## src/sv/wmd_pkg.sv

```systemverilog
// Shared constants, register codes and the vote function of the 3x3 majority denoiser.
`default_nettype none
package wmd_pkg;

  // configuration port
  localparam int CFG_IDX_W  = 2;
  localparam int CFG_DATA_W = 12;

  localparam logic [CFG_IDX_W-1:0] REG_IMAGE_WIDTH     = 2'd0;
  localparam logic [CFG_IDX_W-1:0] REG_IMAGE_HEIGHT    = 2'd1;
  localparam logic [CFG_IDX_W-1:0] REG_WHITE_THRESHOLD = 2'd2;

  localparam int IW_BITS  = 11;
  localparam int IH_BITS  = 12;
  localparam int PIX_BITS = 8;

  localparam logic [IW_BITS-1:0]  RST_IMAGE_WIDTH     = 11'd640;
  localparam logic [IH_BITS-1:0]  RST_IMAGE_HEIGHT    = 12'd480;
  localparam logic [PIX_BITS-1:0] RST_WHITE_THRESHOLD = 8'd128;

  localparam int DEF_MAX_WIDTH  = 1024;
  localparam int DEF_MAX_HEIGHT = 4095;

  // result beats buffered between the vote stage and the output port
  localparam int FIFO_DEPTH = 4;
  localparam int FIFO_PTR_W = 2;
  localparam int FIFO_CNT_W = 3;

  // window shift keeps the two left columns, drops the oldest column
  localparam logic [8:0] WIN_KEEP = 9'h0DB;

  localparam logic [PIX_BITS-1:0] PIX_WHITE = 8'hFF;
  localparam logic [PIX_BITS-1:0] PIX_BLACK = 8'h00;
  localparam logic [3:0]          VOTE_MIN  = 4'd8;

  // corners weigh 1, edges 2, center 3; white wins at 8 of 15
  function automatic logic vote_white(input logic [8:0] win);
    logic [3:0] sum;
    sum = 4'({3'b000, win[0]}) + 4'({3'b000, win[2]}) + 4'({3'b000, win[6]})
        + 4'({3'b000, win[8]})
        + 4'({2'b00, win[1], 1'b0}) + 4'({2'b00, win[3], 1'b0})
        + 4'({2'b00, win[5], 1'b0}) + 4'({2'b00, win[7], 1'b0})
        + 4'({2'b00, win[4], win[4]});
    return (sum >= VOTE_MIN);
  endfunction

endpackage
`default_nettype wire

```

## src/sv/weighted_majority_denoise_3x3_top.sv

```systemverilog
// Top level of the weighted 3x3 majority denoiser: counters, vote stage and ports.
//
// Use:
//   in_*  : one 8-bit pixel per beat, raster order; the frame wraps after
//           width x height pixels. Up to one beat per cycle.
//   out_* : result beats carrying row, column, value and a last flag that
//           marks the final beat caused by one input pixel. A border pixel
//           yields its own value; once row and column reach 2 the filtered
//           0/255 result for (row-1, col-1) follows. Zero to two beats per pixel.
//   cfg_* : register writes (width, height, threshold), always ready; write
//           only while the block is idle. Index 3 is ignored.
// Path: an accepted pixel is registered into the vote stage with its line
//   store read, then voted into the result queue, before its first beat is taken.
// Throughput: one pixel per cycle while the vote stage is not held, set by
//   the single line store port pair; output is one beat per cycle, so rows
//   and columns with two beats per pixel slow the input to the output rate.
// Reset: counters, window and queue clear; the line stores are not cleared
//   and hold stale flags until the first rows of a frame overwrite them.
// Stall: the four-beat result queue absorbs output stalls; when it cannot
//   take a pixel's beats the vote stage holds and in_ready drops.
`default_nettype none
module weighted_majority_denoise_3x3_top #(
  parameter int MAX_WIDTH  = wmd_pkg::DEF_MAX_WIDTH,
  parameter int MAX_HEIGHT = wmd_pkg::DEF_MAX_HEIGHT,
  localparam int CB = $clog2(MAX_WIDTH),
  localparam int RB = $clog2(MAX_HEIGHT)
) (
  input  wire logic                            clk,
  input  wire logic                            rst_n,
  input  wire logic                            in_valid,
  output logic                                 in_ready,
  input  wire logic [wmd_pkg::PIX_BITS-1:0]    in_pixel_value,
  output logic                                 out_valid,
  input  wire logic                            out_ready,
  output logic [RB-1:0]                        out_row,
  output logic [CB-1:0]                        out_col,
  output logic [wmd_pkg::PIX_BITS-1:0]         out_value,
  output logic                                 out_last_of_run,
  input  wire logic                            cfg_valid,
  output logic                                 cfg_ready,
  input  wire logic [wmd_pkg::CFG_IDX_W-1:0]   cfg_index,
  input  wire logic [wmd_pkg::CFG_DATA_W-1:0]  cfg_data
);

  localparam int PB     = wmd_pkg::PIX_BITS;
  localparam int WCL    = $clog2(MAX_WIDTH + 1);
  localparam int HCL    = $clog2(MAX_HEIGHT + 1);
  localparam int WB     = (wmd_pkg::IW_BITS > WCL) ? wmd_pkg::IW_BITS : WCL;
  localparam int HB     = (wmd_pkg::IH_BITS > HCL) ? wmd_pkg::IH_BITS : HCL;
  localparam int BEAT_W = RB + CB + PB + 1;
  localparam int FCW    = wmd_pkg::FIFO_CNT_W;

  // vote stage control, registered at pixel accept
  typedef struct packed {
    logic border;
    logic filt;
    logic cur;
  } s1_ctl_t;

  // ---------------------------------------------------------------- config
  logic [wmd_pkg::IW_BITS-1:0] image_width_r;
  logic [wmd_pkg::IH_BITS-1:0] image_height_r;
  logic [PB-1:0]               white_threshold_r;

  assign cfg_ready = 1'b1;

  always_ff @(posedge clk) begin
    if (!rst_n) begin
      image_width_r     <= wmd_pkg::RST_IMAGE_WIDTH;
      image_height_r    <= wmd_pkg::RST_IMAGE_HEIGHT;
      white_threshold_r <= wmd_pkg::RST_WHITE_THRESHOLD;
    end else if (cfg_valid && cfg_ready) begin
      case (cfg_index)
        wmd_pkg::REG_IMAGE_WIDTH: begin
          image_width_r <= cfg_data[wmd_pkg::IW_BITS-1:0];
        end
        wmd_pkg::REG_IMAGE_HEIGHT: begin
          image_height_r <= cfg_data[wmd_pkg::IH_BITS-1:0];
        end
        wmd_pkg::REG_WHITE_THRESHOLD: begin
          white_threshold_r <= cfg_data[PB-1:0];
        end
        default: begin
        end
      endcase
    end
  end

  // frame size clamped to 1..MAX
  logic [WB-1:0] w_eff, iw_ext;
  logic [HB-1:0] h_eff, ih_ext;

  always_comb begin
    iw_ext = WB'(image_width_r);
    ih_ext = HB'(image_height_r);
    if (iw_ext == '0)                 w_eff = WB'(1);
    else if (iw_ext > WB'(MAX_WIDTH)) w_eff = WB'(MAX_WIDTH);
    else                              w_eff = iw_ext;
    if (ih_ext == '0)                  h_eff = HB'(1);
    else if (ih_ext > HB'(MAX_HEIGHT)) h_eff = HB'(MAX_HEIGHT);
    else                               h_eff = ih_ext;
  end

  // -------------------------------------------------------------- counters
  logic [CB-1:0] col_r;
  logic [RB-1:0] row_r;
  logic [WB-1:0] c0, c1, col_nxt;
  logic [HB-1:0] r0a, r0, r1, row_nxt;
  logic          in_acc;
  logic          border_c, filt_c;

  assign in_acc = in_valid && in_ready;

  always_comb begin
    // a size change may leave the counters past the new bounds
    if (WB'(col_r) >= w_eff) begin
      c0  = '0;
      r0a = HB'(row_r) + HB'(1);
    end else begin
      c0  = WB'(col_r);
      r0a = HB'(row_r);
    end
    r0 = (r0a >= h_eff) ? '0 : r0a;
    c1 = c0 + WB'(1);
    r1 = r0 + HB'(1);
    if (c1 >= w_eff) begin
      col_nxt = '0;
      row_nxt = (r1 >= h_eff) ? '0 : r1;
    end else begin
      col_nxt = c1;
      row_nxt = r0;
    end
    border_c = (r0 == '0) || (c0 == '0) || (r1 >= h_eff) || (c1 >= w_eff);
    filt_c   = (r0 >= HB'(2)) && (c0 >= WB'(2));
  end

  always_ff @(posedge clk) begin
    if (!rst_n) begin
      col_r <= '0;
      row_r <= '0;
    end else if (in_acc) begin
      col_r <= CB'(col_nxt);
      row_r <= RB'(row_nxt);
    end
  end

  // ------------------------------------------------------------ vote stage
  logic          s1_valid_r;
  s1_ctl_t       s1_ctl_r;
  logic [PB-1:0] s1_pix_r;
  logic [CB-1:0] s1_col_r;
  logic [RB-1:0] s1_row_r;
  logic [8:0]    win_r, win_nxt;
  logic [1:0]    line_rd;
  logic          s1_fire;
  logic [FCW-1:0] fifo_level;
  logic [FCW-1:0] n_beats;

  assign n_beats  = FCW'({1'b0, s1_ctl_r.border}) + FCW'({1'b0, s1_ctl_r.filt});
  assign s1_fire  = s1_valid_r
                 && ((fifo_level + n_beats) <= FCW'(wmd_pkg::FIFO_DEPTH));
  assign in_ready = !s1_valid_r || s1_fire;

  always_ff @(posedge clk) begin
    if (!rst_n) begin
      s1_valid_r <= 1'b0;
    end else if (in_ready) begin
      s1_valid_r <= in_valid;
    end
  end

  always_ff @(posedge clk) begin
    if (in_acc) begin
      s1_pix_r        <= in_pixel_value;
      s1_col_r        <= CB'(c0);
      s1_row_r        <= RB'(r0);
      s1_ctl_r.border <= border_c;
      s1_ctl_r.filt   <= filt_c;
      s1_ctl_r.cur    <= (in_pixel_value >= white_threshold_r);
    end
  end

  // line_rd: bit 1 upper flag, bit 0 middle flag of this column
  assign win_nxt = ((win_r >> 1) & wmd_pkg::WIN_KEEP)
                 | {s1_ctl_r.cur, 2'b00, line_rd[0], 2'b00, line_rd[1], 2'b00};

  always_ff @(posedge clk) begin
    if (!rst_n) begin
      win_r <= '0;
    end else if (s1_fire) begin
      win_r <= win_nxt;
    end
  end

  wmd_line_mem #(
    .DEPTH (MAX_WIDTH)
  ) u_line_mem (
    .clk     (clk),
    .rd_en   (in_acc),
    .rd_addr (CB'(c0)),
    .rd_data (line_rd),
    .wr_en   (s1_fire),
    .wr_addr (s1_col_r),
    .wr_data ({line_rd[0], s1_ctl_r.cur})
  );

  // --------------------------------------------------------- result queue
  logic [BEAT_W-1:0] beat_filt, beat_pass, beat0, q_data;
  logic [PB-1:0]     vote_val;

  assign vote_val  = wmd_pkg::vote_white(win_nxt) ? wmd_pkg::PIX_WHITE
                                                  : wmd_pkg::PIX_BLACK;
  assign beat_filt = {s1_row_r - RB'(1), s1_col_r - CB'(1), vote_val, 1'b1};
  assign beat_pass = {s1_row_r, s1_col_r, s1_pix_r, !s1_ctl_r.filt};
  assign beat0     = s1_ctl_r.border ? beat_pass : beat_filt;

  wmd_out_fifo #(
    .DATA_W (BEAT_W)
  ) u_out_fifo (
    .clk       (clk),
    .rst_n     (rst_n),
    .push0     (s1_fire && (s1_ctl_r.border || s1_ctl_r.filt)),
    .push1     (s1_fire && s1_ctl_r.border && s1_ctl_r.filt),
    .data0     (beat0),
    .data1     (beat_filt),
    .level     (fifo_level),
    .out_valid (out_valid),
    .out_ready (out_ready),
    .out_data  (q_data)
  );

  assign out_row         = q_data[BEAT_W-1 -: RB];
  assign out_col         = q_data[CB+PB : PB+1];
  assign out_value       = q_data[PB:1];
  assign out_last_of_run = q_data[0];

`ifndef SYNTH
  // queue never overflows its four beats
  a_fifo_bound: assert property (@(posedge clk) disable iff (!rst_n)
    fifo_level <= FCW'(wmd_pkg::FIFO_DEPTH))
    else $error("result queue over depth");

  // a held vote stage keeps its pixel and column
  a_s1_hold: assert property (@(posedge clk) disable iff (!rst_n)
    (s1_valid_r && !s1_fire) |=> (s1_valid_r && $stable(s1_col_r)
                                  && $stable(s1_row_r)))
    else $error("vote stage lost its pixel while held");

  // the window only moves when a pixel leaves the vote stage
  a_win_moves: assert property (@(posedge clk) disable iff (!rst_n)
    !s1_fire |=> $stable(win_r))
    else $error("window changed without a pixel");

  // a filtered result needs a full window to its upper left
  a_filt_pos: assert property (@(posedge clk) disable iff (!rst_n)
    (s1_valid_r && s1_ctl_r.filt) |-> ((s1_col_r >= CB'(2)) && (s1_row_r >= RB'(2))))
    else $error("filtered result too close to frame origin");

  // counters stay inside the configured maximum
  a_cnt_range: assert property (@(posedge clk) disable iff (!rst_n)
    (32'(col_r) < MAX_WIDTH) && (32'(row_r) < MAX_HEIGHT))
    else $error("position counter out of range");
`endif

endmodule
`default_nettype wire

```

## src/sv/wmd_line_mem.sv

```systemverilog
// Line store memory: upper and middle white flags per column, registered read with write forwarding.
`default_nettype none
module wmd_line_mem #(
  parameter int DEPTH = wmd_pkg::DEF_MAX_WIDTH,
  localparam int AW = $clog2(DEPTH)
) (
  input  wire logic          clk,
  input  wire logic          rd_en,
  input  wire logic [AW-1:0] rd_addr,
  output logic [1:0]         rd_data,
  input  wire logic          wr_en,
  input  wire logic [AW-1:0] wr_addr,
  input  wire logic [1:0]    wr_data
);

  logic [1:0] mem [DEPTH];
  logic [1:0] rd_data_r;

  always_ff @(posedge clk) begin
    if (wr_en) begin
      mem[wr_addr] <= wr_data;
    end
  end

  // same-column write in the read cycle wins (width-one frames)
  always_ff @(posedge clk) begin
    if (rd_en) begin
      if (wr_en && (wr_addr == rd_addr)) begin
        rd_data_r <= wr_data;
      end else begin
        rd_data_r <= mem[rd_addr];
      end
    end
  end

  assign rd_data = rd_data_r;

endmodule
`default_nettype wire

```

## src/sv/wmd_out_fifo.sv

```systemverilog
// Four-beat result queue taking up to two beats per cycle and giving one per cycle while out_ready is high.
`default_nettype none
module wmd_out_fifo #(
  parameter int DATA_W = 31
) (
  input  wire logic                              clk,
  input  wire logic                              rst_n,
  input  wire logic                              push0,
  input  wire logic                              push1,
  input  wire logic [DATA_W-1:0]                 data0,
  input  wire logic [DATA_W-1:0]                 data1,
  output logic [wmd_pkg::FIFO_CNT_W-1:0]         level,
  output logic                                   out_valid,
  input  wire logic                              out_ready,
  output logic [DATA_W-1:0]                      out_data
);

  localparam int PW = wmd_pkg::FIFO_PTR_W;
  localparam int CW = wmd_pkg::FIFO_CNT_W;

  logic [DATA_W-1:0] buf_r [wmd_pkg::FIFO_DEPTH];
  logic [PW-1:0]     wp_r, wp_nxt, rp_r, rp_nxt;
  logic [CW-1:0]     cnt_r, cnt_nxt;
  logic [CW-1:0]     npush;
  logic              pop;

  assign pop   = out_valid && out_ready;
  assign npush = CW'({1'b0, push0}) + CW'({1'b0, push1});

  always_comb begin
    wp_nxt  = wp_r + PW'(npush);
    rp_nxt  = rp_r + PW'({1'b0, pop});
    cnt_nxt = cnt_r + npush - CW'({1'b0, pop});
  end

  always_ff @(posedge clk) begin
    if (!rst_n) begin
      wp_r  <= '0;
      rp_r  <= '0;
      cnt_r <= '0;
    end else begin
      wp_r  <= wp_nxt;
      rp_r  <= rp_nxt;
      cnt_r <= cnt_nxt;
    end
  end

  always_ff @(posedge clk) begin
    if (push0) begin
      buf_r[wp_r] <= data0;
    end
    if (push1) begin
      buf_r[wp_r + PW'(1)] <= data1;
    end
  end

  assign level     = cnt_r;
  assign out_valid = (cnt_r != '0);
  assign out_data  = buf_r[rp_r];

endmodule
`default_nettype wire
```

## config.mk

```make
export PLATFORM = sky130hd
export DESIGN_NAME = weighted_majority_denoise_3x3_top
export DESIGN_NICKNAME = d
export VERILOG_FILES = /design/src/sv/wmd_pkg.sv /design/src/sv/weighted_majority_denoise_3x3_top.sv /design/src/sv/wmd_line_mem.sv /design/src/sv/wmd_out_fifo.sv
export SDC_FILE = /design/constraint.sdc
export NUM_CORES = 2
export LEC_CHECK = 0
export BUFFER_PORTS_ARGS = -buffer_cell sky130_fd_sc_hd__buf_4
export CAP_MARGIN = 25
export CORE_ASPECT_RATIO = 1.5
export CORE_UTILIZATION = 40
export DETAILED_ROUTE_END_ITERATION = 8
export PLACE_DENSITY = 0.67
export SLEW_MARGIN = 10
export SYNTH_ARGS = -nofsm -noshare
export SYNTH_HDL_FRONTEND = slang
export SYNTH_SLANG_ARGS = --single-unit
```

## constraint.sdc

```tcl
create_clock -name clk -period 19.3 [get_ports clk]
set_clock_uncertainty 0.1 [all_clocks]
set_input_delay 0.965 -clock clk [delete_from_list [all_inputs] [get_ports clk]]
set_output_delay 0.965 -clock clk [all_outputs]
set_load 0.02 [all_outputs]
```

==> qor.yml <==
final_nets: 7316
reg2regPathDepth: 29
finalWorstSetupSlack_ps: 10040
r2r_slack_ps: 10040
drv_cap: 0
insertion_delay_ps: 890
fp.dieW_um: 407
min_period_ps: 9260
reg2reg_to: "row_r[10]"
syn-num-nets: 7427
cp.required_ps: 20000
layout-drive-gt1-share: 0.133
grt.overflow.total: 0
cts_made_buffers: 202
ant_nets: 0
yosys-top-cells-count: "edfxtp_1, nor2_1, nand2_1"
power.total_uw: 11300
num_rows: 222
synth_edf_count: 2203
netlist_area_um2: 98400
finalSetupTns_ps: 0
crit_path_end_kind: "flip-flop"
hp-class: "primary input to flip-flop"
min_from: "in_pixel_value[5]"
power_density_nw_per_um2: 103
grt_usage: 0.278
ys_seq_area_frac: 0.687
coreArea_um2: 244000
cp_slowest_cell: "a221oi_1"
synth_top_cell_by_area: "edfxtp_1"
relSlewSlack: 0.199
whs_path_depth: 1
cpPeakStageDelay_ps: 740
critical_path_buf_inv_count: 3
p_leak_uw: 0.0338
rsz0062_at_grt: "false"
start_util: 0.403
pre_cts_slack_ps: 10080
vdd_drop_max_mv: 0.0776
synth.distinct_cells: 102
cp_top_family: "simple AND/OR/NAND/NOR gates"
die_height_um: 609
cts_root_buffer: "clkbuf_16"
pwr-share-comb: 0.131
hold_violations: 0
yosysTopAreaCellShare: 0.672
dp_hpwl_mm: 208
grt_start_max_net_pins: 247
routed_via_density: 6.45
place_congestion: 0.967
setup_viol: 0
drtIter0Drc: 11200
power_frac_seq: 0.502
swShare: 0.262
crit_path_max_fanout: 15
cts_tree: "yes"
htreeDepth: 4
path_clk_slew_ps: 70
routed-via-count: 68600
yosys.cell_count.top_type: "edfxtp_1"
fin_crit_sh: 0.480
drt_wl_total_mm: 352
criticalPathCategory: "flip-flop to flip-flop"
worst_path_most_repeated_cell: "ha_1"
grt_pass1_vias: 66800
netlist_top_cells_area: "edfxtp_1, nor2_1, mux4_2"
slew_viol_final: 0
grt_pass1_wl_mm: 490
fmax_mhz: 108
ctsLongestPathBuffers: 4
worst_pin_slew_ps: 1200
area_growth_pct: 11.5
io_buffers: 59
cp-start-kind: "flip-flop"
p_int_uw: 8340
min_to: "s1_pix_r[5]"
postCtsSetupBuffers: 0
clockPowerShare: 0.367
drc: 0
syn_area_per_cell_um2: 13.4
ys_warn_count: 0
r2r_start: "image_width_r[10]"
arrival_ps: 9960
die_area_um2: 248000
ios: 61
antenna_found_initial: 24
fillCellCount: 21500
holdBufCountCts: 0
dr.pass1.iters: 7
cts_num_sinks: 2274
wire_per_inst_um: 33.1
switching_power_uw: 2960
ys_ff_latch: 2274
ys_async_sr_fraction: 0
synthCells: 7318
ys.flop_type: "edfxtp_1"
cts_resized: 0
status: "completed"
[area by class of cell]
| class | count | area (µm²) | share of cell area |
|---|---|---|---|
| tap | 3248 | 4060 | 0.0370 |
| timing repair buffer | 307 | 2790 | 0.0254 |
| inverter | 97 | 372 | 0.00339 |
| multi-input combinational | 4325 | 28300 | 0.258 |
| antenna | 15 | 37.5 | 0.000342 |
| clock inverter | 134 | 1360 | 0.0124 |
| clock buffer | 229 | 5240 | 0.0478 |
| sequential | 2274 | 67600 | 0.616 |
[per-stage QoR]
stage,cells,area (µm²),utilization,hold WS [ps]
3_3_place_gp,10200,102000,0.419,357
3_5_place_dp,10200,103000,0.421,364
4_1_cts,10600,109000,0.448,167
5_1_grt,10600,110000,0.449,181
6_report,10600,110000,0.449,204
2_1_floorplan,7318,98400,-,335
[kinds of logic after synthesis]
| logic type | after synthesis | synth area share |
|---|---|---|
| flip-flops | 2274 | 0.687 |
| AND/OR/NAND/NOR | 2122 | 0.0904 |
| AO/OA/AOI/OAI | 1563 | 0.106 |
| buffers and inverters | 719 | 0.0298 |
| multiplexers | 518 | 0.0724 |
| adder cells (fa/ha/maj) | 82 | 0.0110 |
| XOR/XNOR | 39 | 0.00362 |
| other | 1 | 0.0000381 |
[routing by layer]
metal,wire (µm),global-route usage,vias up
met4,34600,0.237,14
met2,165000,0.444,5205
met5,95,0,-
li1,-,-,27600
met1,112000,0.310,34300
met3,40500,0.0685,1504
[how the worst max path moves through the flow]
| stage | slack, ps | to | start | cells after the start |
|---|---|---|---|---|
| 2_1_floorplan | 3640 | u_out_fifo.buf_r[3][1] | u_line_mem.rd_data[0] | 7 |
| 3_3_place_gp | 9980 | row_r[10] | image_width_r[10] | 29 |
| 3_5_place_dp | 10080 | row_r[10] | image_width_r[10] | 29 |
| 4_1_cts | 10020 | row_r[10] | image_width_r[10] | 29 |
| 5_1_grt | 9510 | row_r[10] | image_width_r[10] | 29 |
| 6_report | 10040 | row_r[10] | image_width_r[10] | 29 |
[registers in the layout, summed over array words and instances, names as in the netlist, 10 cells and up]
register          flops
u_line_mem.mem     2048
u_out_fifo.buf_r    124
ih_ext               12
row_r                12
s1_row_r             12
image_width_r        11
col_r                10
s1_col_r             10
[placed cells by master (no fill, tap or decap), types with 87 or more instances in the layout]
| master | instances |
|---|---|
| mux2i_1 | 273 |
| a21oi_1 | 406 |
| o21ai_0 | 334 |
| nand2_1 | 395 |
| edfxtp_1 | 2203 |
| mux2_2 | 99 |
| clkbuf_16 | 208 |
| mux4_2 | 145 |
| nor2_1 | 1297 |
| buf_4 | 269 |
| a211oi_1 | 87 |
[power by group through the flow]
stage,clock (µW),sequential (µW),combinational (µW)
floorplan,0,6000,774
global placement,0,5770,1400
detailed placement,0,5780,1420
CTS,4150,5670,1430
global route,4310,5670,1530
finish,4140,5670,1480
(Power assumes the default switching activity.)
